===== src/design/sfir_pkg.sv =====
// ----------------------------------------------------------------------------
// sfir_pkg
// Shared types and constants of the symmetric zero-phase FIR core.
// ----------------------------------------------------------------------------
package sfir_pkg;

	localparam int MAX_TAPS       = 16;
	localparam int SAMPLE_BITS    = 16;
	localparam int COEF_BITS      = 16;
	localparam int COEF_FRAC_BITS = 15;
	localparam int HIST_DEPTH     = 2 * MAX_TAPS - 1;
	localparam int TAP_IDX_W      = $clog2(MAX_TAPS);
	localparam int HIST_IDX_W     = $clog2(HIST_DEPTH);
	localparam int TAP_CNT_W      = 5;
	localparam int SEEN_W         = 5;
	localparam int PROD_BITS      = SAMPLE_BITS + COEF_BITS;
	localparam int ACC_BITS       = PROD_BITS + HIST_IDX_W;
	localparam int CFG_IDX_W      = 1;
	localparam int CFG_DATA_W     = 5;
	localparam int IN_DATA_W      = 56;
	localparam int OUT_DATA_W     = 32;

	localparam logic OP_SAMPLE = 1'b0;
	localparam logic OP_COEF   = 1'b1;

	localparam logic [CFG_IDX_W-1:0] REG_TAP_COUNT   = 1'b0;
	localparam logic [CFG_IDX_W-1:0] REG_STEREO_MODE = 1'b1;

	typedef struct packed {
		logic                          op;
		logic [TAP_IDX_W-1:0]          coef_index;
		logic signed [COEF_BITS-1:0]   coef_value;
		logic signed [SAMPLE_BITS-1:0] left_sample;
		logic signed [SAMPLE_BITS-1:0] right_sample;
		logic                          last;
	} cmd_t;

endpackage


===== src/design/sfir_front.sv =====
// ----------------------------------------------------------------------------
// sfir_front
// Accepts input transfers, unpacks them into commands and queues them.
// ----------------------------------------------------------------------------
module sfir_front (
	input  logic                          clk,
	input  logic                          arst_n,
	input  logic                          s_axis_tvalid,
	output logic                          s_axis_tready,
	// coef_index[3:0], coef_value[19:4], left_sample[35:20], right_sample[51:36]
	input  logic [sfir_pkg::IN_DATA_W-1:0] s_axis_tdata,
	// op
	input  logic                          s_axis_tuser,
	input  logic                          s_axis_tlast,
	output logic                          cmd_valid,
	input  logic                          cmd_ready,
	output sfir_pkg::cmd_t                cmd
);
	import sfir_pkg::*;

	cmd_t       queue_q [2];
	logic       wr_ptr_q;
	logic       rd_ptr_q;
	logic [1:0] count_q;
	logic       push;
	logic       pop;
	cmd_t       in_cmd;

	always_comb begin
		in_cmd.op           = s_axis_tuser;
		in_cmd.coef_index   = s_axis_tdata[3:0];
		in_cmd.coef_value   = s_axis_tdata[19:4];
		in_cmd.left_sample  = s_axis_tdata[35:20];
		in_cmd.right_sample = s_axis_tdata[51:36];
		in_cmd.last         = s_axis_tlast;
	end

	assign s_axis_tready = (count_q != 2'd2);
	assign push          = s_axis_tvalid && s_axis_tready;
	assign cmd_valid     = (count_q != 2'd0);
	assign pop           = cmd_valid && cmd_ready;
	assign cmd           = queue_q[rd_ptr_q];

	always_ff @(posedge clk) begin
		if (push) begin
			queue_q[wr_ptr_q] <= in_cmd;
		end
	end

	always_ff @(posedge clk or negedge arst_n) begin
		if (!arst_n) begin
			wr_ptr_q <= 1'b0;
			rd_ptr_q <= 1'b0;
			count_q  <= 2'd0;
		end else begin
			if (push) begin
				wr_ptr_q <= ~wr_ptr_q;
			end
			if (pop) begin
				rd_ptr_q <= ~rd_ptr_q;
			end
			if (push && !pop) begin
				count_q <= count_q + 2'd1;
			end else if (pop && !push) begin
				count_q <= count_q - 2'd1;
			end
		end
	end

endmodule


===== src/design/sfir_back.sv =====
// ----------------------------------------------------------------------------
// sfir_back
// Executes queued commands: coefficient loads, history shifts and the
// shared multiply-accumulate that forms each filtered output.
// ----------------------------------------------------------------------------
module sfir_back (
	input  logic                            clk,
	input  logic                            arst_n,
	input  logic                            cmd_valid,
	output logic                            cmd_ready,
	input  sfir_pkg::cmd_t                  cmd,
	input  logic [sfir_pkg::TAP_CNT_W-1:0]  tap_count,
	input  logic                            stereo_mode,
	output logic                            m_axis_tvalid,
	input  logic                            m_axis_tready,
	output logic [sfir_pkg::OUT_DATA_W-1:0] m_axis_tdata,
	output logic                            m_axis_tuser,
	output logic                            m_axis_tlast
);
	import sfir_pkg::*;

	typedef enum logic [3:0] {
		ST_IDLE  = 4'b0001,
		ST_MAC   = 4'b0010,
		ST_DRAIN = 4'b0100,
		ST_OUT   = 4'b1000
	} state_t;

	typedef struct packed {
		logic signed [SAMPLE_BITS-1:0] val;
		logic                          clip;
	} sat_t;

	state_t                        state_q;
	logic signed [COEF_BITS-1:0]   coef_q [MAX_TAPS];
	logic signed [SAMPLE_BITS-1:0] hist_l_q [HIST_DEPTH];
	logic signed [SAMPLE_BITS-1:0] hist_r_q [HIST_DEPTH];
	logic [SEEN_W-1:0]             seen_q;
	logic [TAP_IDX_W-1:0]          d_q;
	logic [HIST_IDX_W-1:0]         j_q;
	logic                          flush_q;
	logic signed [ACC_BITS-1:0]    acc_l_q;
	logic signed [ACC_BITS-1:0]    acc_r_q;
	logic signed [PROD_BITS-1:0]   prod_l_s1;
	logic signed [PROD_BITS-1:0]   prod_r_s1;
	logic                          prod_vld_s1;
	logic                          out_valid_q;
	logic [OUT_DATA_W-1:0]         out_data_q;
	logic                          out_clip_q;
	logic                          out_last_q;

	logic [TAP_IDX_W-1:0]          n_m1;
	logic [SEEN_W-1:0]             seen_new;
	logic [TAP_IDX_W-1:0]          dmax;
	logic signed [HIST_IDX_W+1:0]  tap_off;
	logic signed [HIST_IDX_W+1:0]  pos;
	logic [TAP_IDX_W-1:0]          k;
	logic                          pos_ok;
	logic signed [SAMPLE_BITS-1:0] x_l;
	logic signed [SAMPLE_BITS-1:0] x_r;
	logic                          out_free;
	sat_t                          sat_l;
	sat_t                          sat_r;

	function automatic sat_t round_sat(input logic signed [ACC_BITS-1:0] acc);
		logic signed [ACC_BITS:0]                sum;
		logic signed [ACC_BITS-COEF_FRAC_BITS:0] q;
		sat_t                                    r;
		sum = {acc[ACC_BITS-1], acc} + (ACC_BITS+1)'(1 << (COEF_FRAC_BITS - 1));
		q   = sum[ACC_BITS:COEF_FRAC_BITS];
		if (q > (ACC_BITS-COEF_FRAC_BITS+1)'((1 << (SAMPLE_BITS - 1)) - 1)) begin
			r.val  = {1'b0, {(SAMPLE_BITS-1){1'b1}}};
			r.clip = 1'b1;
		end else if (q < -(ACC_BITS-COEF_FRAC_BITS+1)'(1 << (SAMPLE_BITS - 1))) begin
			r.val  = {1'b1, {(SAMPLE_BITS-1){1'b0}}};
			r.clip = 1'b1;
		end else begin
			r.val  = q[SAMPLE_BITS-1:0];
			r.clip = 1'b0;
		end
		return r;
	endfunction

	always_comb begin
		if (tap_count == '0) begin
			n_m1 = '0;
		end else if (tap_count > TAP_CNT_W'(MAX_TAPS)) begin
			n_m1 = TAP_IDX_W'(MAX_TAPS - 1);
		end else begin
			n_m1 = TAP_IDX_W'(tap_count - 1'b1);
		end
		seen_new = (seen_q == '1) ? seen_q : seen_q + 1'b1;
		if ((seen_new - 1'b1) > SEEN_W'(n_m1)) begin
			dmax = n_m1;
		end else begin
			dmax = TAP_IDX_W'(seen_new - 1'b1);
		end
		tap_off = $signed({2'b00, j_q}) - $signed({3'b000, n_m1});
		pos     = $signed({3'b000, d_q}) - tap_off;
		k       = tap_off[HIST_IDX_W+1] ? TAP_IDX_W'(-tap_off) : TAP_IDX_W'(tap_off);
		pos_ok  = !pos[HIST_IDX_W+1] && (pos[HIST_IDX_W:0] < (HIST_IDX_W+1)'(HIST_DEPTH));
		x_l     = pos_ok ? hist_l_q[pos[HIST_IDX_W-1:0]] : '0;
		x_r     = pos_ok ? hist_r_q[pos[HIST_IDX_W-1:0]] : '0;
		sat_l   = round_sat(acc_l_q);
		sat_r   = round_sat(acc_r_q);
	end

	assign cmd_ready     = (state_q == ST_IDLE);
	assign out_free      = !out_valid_q || m_axis_tready;
	assign m_axis_tvalid = out_valid_q;
	assign m_axis_tdata  = out_data_q;
	assign m_axis_tuser  = out_clip_q;
	assign m_axis_tlast  = out_last_q;

	always_ff @(posedge clk) begin
		prod_l_s1 <= coef_q[k] * x_l;
		prod_r_s1 <= coef_q[k] * x_r;
		if (state_q == ST_OUT && out_free) begin
			out_data_q <= {stereo_mode ? sat_r.val : SAMPLE_BITS'(0), sat_l.val};
			out_clip_q <= sat_l.clip || (stereo_mode && sat_r.clip);
			out_last_q <= flush_q && (d_q == '0);
		end
	end

	always_ff @(posedge clk or negedge arst_n) begin
		if (!arst_n) begin
			state_q     <= ST_IDLE;
			seen_q      <= '0;
			d_q         <= '0;
			j_q         <= '0;
			flush_q     <= 1'b0;
			acc_l_q     <= '0;
			acc_r_q     <= '0;
			prod_vld_s1 <= 1'b0;
			out_valid_q <= 1'b0;
			for (int i = 0; i < MAX_TAPS; i++) begin
				coef_q[i] <= '0;
			end
			for (int i = 0; i < HIST_DEPTH; i++) begin
				hist_l_q[i] <= '0;
				hist_r_q[i] <= '0;
			end
		end else begin
			prod_vld_s1 <= (state_q == ST_MAC);
			if (state_q == ST_OUT && out_free) begin
				out_valid_q <= 1'b1;
			end else if (out_valid_q && m_axis_tready) begin
				out_valid_q <= 1'b0;
			end
			case (state_q)
				ST_IDLE: begin
					j_q     <= '0;
					acc_l_q <= '0;
					acc_r_q <= '0;
					if (cmd_valid) begin
						if (cmd.op == OP_COEF) begin
							coef_q[cmd.coef_index] <= cmd.coef_value;
						end else begin
							for (int i = HIST_DEPTH - 1; i > 0; i--) begin
								hist_l_q[i] <= hist_l_q[i-1];
								hist_r_q[i] <= hist_r_q[i-1];
							end
							hist_l_q[0] <= cmd.left_sample;
							hist_r_q[0] <= stereo_mode ? cmd.right_sample : '0;
							seen_q      <= seen_new;
							if (cmd.last) begin
								d_q     <= dmax;
								flush_q <= 1'b1;
								state_q <= ST_MAC;
							end else if (seen_new >= SEEN_W'(n_m1) + 1'b1) begin
								d_q     <= n_m1;
								flush_q <= 1'b0;
								state_q <= ST_MAC;
							end
						end
					end
				end
				ST_MAC: begin
					if (prod_vld_s1) begin
						acc_l_q <= acc_l_q + ACC_BITS'(prod_l_s1);
						acc_r_q <= acc_r_q + ACC_BITS'(prod_r_s1);
					end
					j_q <= j_q + 1'b1;
					if (j_q == {n_m1, 1'b0}) begin
						state_q <= ST_DRAIN;
					end
				end
				ST_DRAIN: begin
					acc_l_q <= acc_l_q + ACC_BITS'(prod_l_s1);
					acc_r_q <= acc_r_q + ACC_BITS'(prod_r_s1);
					state_q <= ST_OUT;
				end
				ST_OUT: begin
					if (out_free) begin
						j_q         <= '0;
						acc_l_q     <= '0;
						acc_r_q     <= '0;
						if (flush_q && d_q != '0) begin
							d_q     <= d_q - 1'b1;
							state_q <= ST_MAC;
						end else begin
							if (flush_q) begin
								seen_q <= '0;
								for (int i = 0; i < HIST_DEPTH; i++) begin
									hist_l_q[i] <= '0;
									hist_r_q[i] <= '0;
								end
							end
							state_q <= ST_IDLE;
						end
					end
				end
				default: begin
					state_q <= ST_IDLE;
				end
			endcase
		end
	end

endmodule


===== src/design/symmetric_zero_phase_fir_core.sv =====
// ----------------------------------------------------------------------------
// symmetric_zero_phase_fir_core
// Centered symmetric FIR over a mono or stereo sample stream.
// ----------------------------------------------------------------------------
// Channel   Direction  Carries
// s_axis    in         sample or coefficient load, tlast ends a stream
// m_axis    out        filtered left/right sample, tuser is the clip flag
// cfg       in         tap_count (index 0), stereo_mode (index 1)
//
// An output is formed from its command on the shared multiply-accumulate
// of each lane; a flush gives up to N outputs in a row, where N is the
// active tap count. A coefficient load or a sample that yields no output
// does not enter the multiply-accumulate. A two-entry command queue lets
// the input side keep accepting while the back end computes, until it is
// full, and the output register holds a result under stall.
// Reset clears coefficients, history and control state at once.
// ----------------------------------------------------------------------------
module symmetric_zero_phase_fir_core (
	input  logic                             clk,
	input  logic                             arst_n,
	input  logic                             cfg_we,
	input  logic [sfir_pkg::CFG_IDX_W-1:0]   cfg_index,
	input  logic [sfir_pkg::CFG_DATA_W-1:0]  cfg_data,
	input  logic                             s_axis_tvalid,
	output logic                             s_axis_tready,
	// coef_index[3:0], coef_value[19:4], left_sample[35:20], right_sample[51:36]
	input  logic [sfir_pkg::IN_DATA_W-1:0]   s_axis_tdata,
	// op
	input  logic                             s_axis_tuser,
	input  logic                             s_axis_tlast,
	output logic                             m_axis_tvalid,
	input  logic                             m_axis_tready,
	// left_out[15:0], right_out[31:16]
	output logic [sfir_pkg::OUT_DATA_W-1:0]  m_axis_tdata,
	// clipped
	output logic                             m_axis_tuser,
	output logic                             m_axis_tlast
);
	import sfir_pkg::*;

	logic [TAP_CNT_W-1:0] tap_count_q;
	logic                 stereo_mode_q;
	logic                 cmd_valid;
	logic                 cmd_ready;
	cmd_t                 cmd;

	always_ff @(posedge clk or negedge arst_n) begin
		if (!arst_n) begin
			tap_count_q   <= TAP_CNT_W'(1);
			stereo_mode_q <= 1'b0;
		end else if (cfg_we) begin
			case (cfg_index)
				REG_TAP_COUNT:   tap_count_q   <= cfg_data[TAP_CNT_W-1:0];
				REG_STEREO_MODE: stereo_mode_q <= cfg_data[0];
				default:         ;
			endcase
		end
	end

	sfir_front u_front (
		.clk           (clk),
		.arst_n        (arst_n),
		.s_axis_tvalid (s_axis_tvalid),
		.s_axis_tready (s_axis_tready),
		.s_axis_tdata  (s_axis_tdata),
		.s_axis_tuser  (s_axis_tuser),
		.s_axis_tlast  (s_axis_tlast),
		.cmd_valid     (cmd_valid),
		.cmd_ready     (cmd_ready),
		.cmd           (cmd)
	);

	sfir_back u_back (
		.clk           (clk),
		.arst_n        (arst_n),
		.cmd_valid     (cmd_valid),
		.cmd_ready     (cmd_ready),
		.cmd           (cmd),
		.tap_count     (tap_count_q),
		.stereo_mode   (stereo_mode_q),
		.m_axis_tvalid (m_axis_tvalid),
		.m_axis_tready (m_axis_tready),
		.m_axis_tdata  (m_axis_tdata),
		.m_axis_tuser  (m_axis_tuser),
		.m_axis_tlast  (m_axis_tlast)
	);

endmodule


===== config.mk =====
export PLATFORM = sky130hd
export DESIGN_NAME = symmetric_zero_phase_fir_core
export DESIGN_NICKNAME = d
export VERILOG_FILES = /design/src/design/sfir_pkg.sv /design/src/design/sfir_front.sv /design/src/design/sfir_back.sv /design/src/design/symmetric_zero_phase_fir_core.sv
export SDC_FILE = /design/constraint.sdc
export NUM_CORES = 2
export LEC_CHECK = 0
export BUFFER_PORTS_ARGS = -buffer_cell sky130_fd_sc_hd__buf_2
export CELL_PAD_IN_SITES_DETAIL_PLACEMENT = 1
export CELL_PAD_IN_SITES_GLOBAL_PLACEMENT = 2
export CORE_AREA = 2 2 551 553
export DETAILED_ROUTE_END_ITERATION = 6
export DIE_AREA = 0 0 553 555
export PLACE_DENSITY_LB_ADDON = 0.08
export SYNTH_ARGS = -nofsm -noshare
export SYNTH_HDL_FRONTEND = slang
export SYNTH_SLANG_ARGS = --single-unit

===== constraint.sdc =====
create_clock -name clk -period 11.3 [get_ports clk]
set_clock_uncertainty 0.05 [all_clocks]
set_input_delay 0.565 -clock clk [delete_from_list [all_inputs] [get_ports clk]]
set_output_delay 0.565 -clock clk [all_outputs]
set_load 0.05 [all_outputs]

==> out/results.tsv <==
stage	metric	value	unit
run_status	status	finished, final reports clean	
flow_run	cap_violations	0	
sta	tns	0	ns
die	die-width	553	um
sta	max_slew.worst_pin.slew	1.34	ns
clock_tree	h-tree-depth	4	
worst_setup_path	startpoint_type	register	
worst_setup_path	slowest_stage	fa_4	
logic_synthesis	yosysSeqAreaShare	0.439	
worst_setup_path	cp_max_fo	17	
clock_tree	cts.sinks	1559	
drt	first_iter_violations	3510	
sta	period_minus_slack	10.79	ns
drt	viasPerCell	5.10	
logic_synthesis	synth.distinct_cells	89	
drt	wl	268	mm
worst_setup_path	cp-end-kind	register	
drt	ant_nets	0	
die	rows	202	
worst_setup_path	path_delay_family	adder cells	
cells_and_area	drive_above_1_share	0.169	
sta	relSlewSlack	0.0877	
worst_setup_path	cpPeakStageDelay	0.95	ns
global_route	grt_pass1_vias	67400	
clock_tree	path_clk_slew	0.06	ns
logic_synthesis	avgSynthCellArea	11.6	um^2
die	core_area	301000	um^2
clock_tree	tritoncts	built	
placed_design	port_buffers	100	
global_route	grt_use_total	0.175	
global_route	grt_overflow	0	
global_route	grt_max_degree	202	
hold_path	min_path_type	in -> reg	
drt	vias	61700	
clock_tree	numCtsBuffers	196	
worst_setup_path	required	12.02	ns
sta	holdWs	0.0866	ns
drt	firstDrtPassIters	5	
logic_synthesis	ys_seq_elements	1559	
die	ioPinCount	105	
clock_tree	root_buffer	clkbuf_16	
global_route	antenna_found_initial	9	
drt	wl_per_cell	22.2	um
sta	max_freq	92.7	MHz
die	die_area	307000	um^2
worst_setup_path	path_buf_inv	12	
sta	period_share	0.955	
logic_synthesis	synthArstFlopShare	0.868	
sta	finalMaxSlewViolations	0	
cells_and_area	fill_cells	32300	
worst_setup_path	rrSetupSlack	0.51	ns
worst_setup_path	critPathKind	reg -> reg	
logic_synthesis	syn_area	89800	um^2
cells_and_area	nets	8807	
die	die_y	555	um
clock_tree	clk_latency	0.92	ns
global_route	grt_pass1_wl	422	mm
logic_synthesis	yosysWarningCount	0	
placed_design	dp.cells	11600	
logic_synthesis	synth-main-ff-cell	dfrtp_1	
placed_design	dp_hpwl	183	mm
cells_and_area	finalNonFillerCells	12100	
clock_tree	cts_buffer_depth	4	
logic_synthesis	syn_inst	7712	
drt	drc	0	
logic_synthesis	mappedNetlistNets	8572	
logic_synthesis	synth_edf_count	142	
sta	setup_violations	0	
cells_and_area	area_delta_synth_final	16.8	%
die	initial_core_util	0.298	
worst_setup_path	crit_arrival	11.51	ns
placed_design	gp_congestion	0.755	
sta	hold_viol	0	
registers in the layout, summed over array words and instances (netlist names), 32 cells and up:
register             flops
u_back.acc_l_q          37
u_back.acc_r_q          37
u_back.coef_q          256
u_back.hist_l_q        496
u_back.hist_r_q        496
u_back.m_axis_tdata     32
u_back.prod_l_s1        32
u_back.prod_r_s1        32
u_front.queue_q        108
worst min-delay path, stage by stage:
cell and delay [ns]:
buf_2 0.10, nor2b_1 0.11, o21ai_0 0.18
worst paths after layout:
path,from,to,cells after the start
hold / removal,cfg_index,tap_count_q[1]$_DFFE_PN0P_,3
hold reg to reg,u_back.hist_l_q[25]$_DFFE_PN0P_,u_back.hist_l_q[9]$_DFFE_PN0P_,1
setup / recovery,tap_count_q[0]$_DFFE_PN1P_,u_back.prod_r_s1[30]$_DFF_P_,43
min in group asynchronous,arst_n,u_back.hist_r_q[330]$_DFFE_PN0P_,2
setup reg to reg,tap_count_q[0]$_DFFE_PN1P_,u_back.prod_r_s1[30]$_DFF_P_,43
max in group asynchronous,arst_n,u_back.coef_q[251]$_DFFE_PN0P_,4
metal layers:
metal  vias up  part of all wire  track usage
met5         -          0.000048            0
met4         2             0.020       0.0411
met3       286             0.030       0.0201
met2       770              0.46        0.274
met1     32800              0.49        0.256
li1      27800                 -            -
final cells by class:
type                       instances  area, um^2  share of cell area
antenna                            3        7.51           0.0000716
multi-input combinational       4962       46200               0.440
sequential                      1559       39400               0.376
clock inverter                    47         567             0.00541
tap                             3978        4980              0.0475
timing repair buffer             602        5450              0.0520
clock buffer                     305        5890              0.0562
inverter                         626        2350              0.0224
stage by stage:
| stage | utilization | setup slack (ns) | instance area, um^2 |
|---|---|---|---|
| 2_1_floorplan | - | 0.150 | 89800 |
| 3_3_place_gp | 0.322 | -0.233 | 97000 |
| 3_5_place_dp | 0.322 | -0.161 | 97000 |
| 4_1_cts | 0.346 | 0.0480 | 104000 |
| 5_1_grt | 0.348 | -0.0358 | 105000 |
| 6_report | 0.348 | 0.513 | 105000 |
Yosys cell counts, types with 93 or more instances:
| cell type | count | area, um^2 |
|---|---|---|
| a21oi_1 | 247 | 1240 |
| a22o_1 | 968 | 8480 |
| clkbuf_1 | 406 | 1520 |
| dfrtp_1 | 1351 | 33800 |
| edfxtp_1 | 142 | 4260 |
| fa_1 | 530 | 10600 |
| ha_1 | 261 | 3270 |
| inv_1 | 626 | 2350 |
| mux2i_1 | 93 | 931 |
| mux4_2 | 288 | 6490 |
| nand2_1 | 496 | 1860 |
| nand2b_1 | 169 | 1060 |
| nor2_1 | 522 | 1960 |
| o21ai_0 | 348 | 1740 |
| xnor2_1 | 117 | 1020 |
repair_timing:
action                                 4_1_cts  5_1_grt
setup endpoints to repair                    2       19
hold buffers                                65        0
pin swaps                                    0       15
setup buffers                                0       22
cloned                                       0        5
gates resized for setup                      3       79
endpoints found under the hold margin      250        0
logic make-up after synthesis:
group                    share of synthesized area
buffers and inverters                       0.0543
XOR/XNOR                                    0.0186
adder cells (fa/ha/maj)                      0.155
flip-flops                                   0.439
multiplexers                                0.0894
AO/OA/AOI/OAI                                0.165
AND/OR/NAND/NOR                             0.0792
cell usage in the layout (no fill, tap or decap), types with 65 or more instances in the layout:
cell | synthesis | layout
a21oi_1 | 247 | 223
edfxtp_1 | 142 | 142
nor2_1 | 522 | 518
fa_1 | 530 | 529
ha_1 | 261 | 259
mux2i_1 | 93 | 78
nand2_1 | 496 | 496
dfrtp_1 | 1351 | 1350
mux4_2 | 288 | 288
a22o_1 | 968 | 968
inv_1 | 626 | 626
buf_2 | 84 | 99
xnor2_1 | 117 | 114
nand2b_1 | 169 | 168
buf_12 | 0 | 68
buf_4 | 33 | 355
o21ai_0 | 348 | 346
clkbuf_16 | 0 | 204
dlygate4sd3_1 | 0 | 65
Power is not shown: default switching activity piles up to over one toggle a cycle in this logic, so the estimate is an artifact.
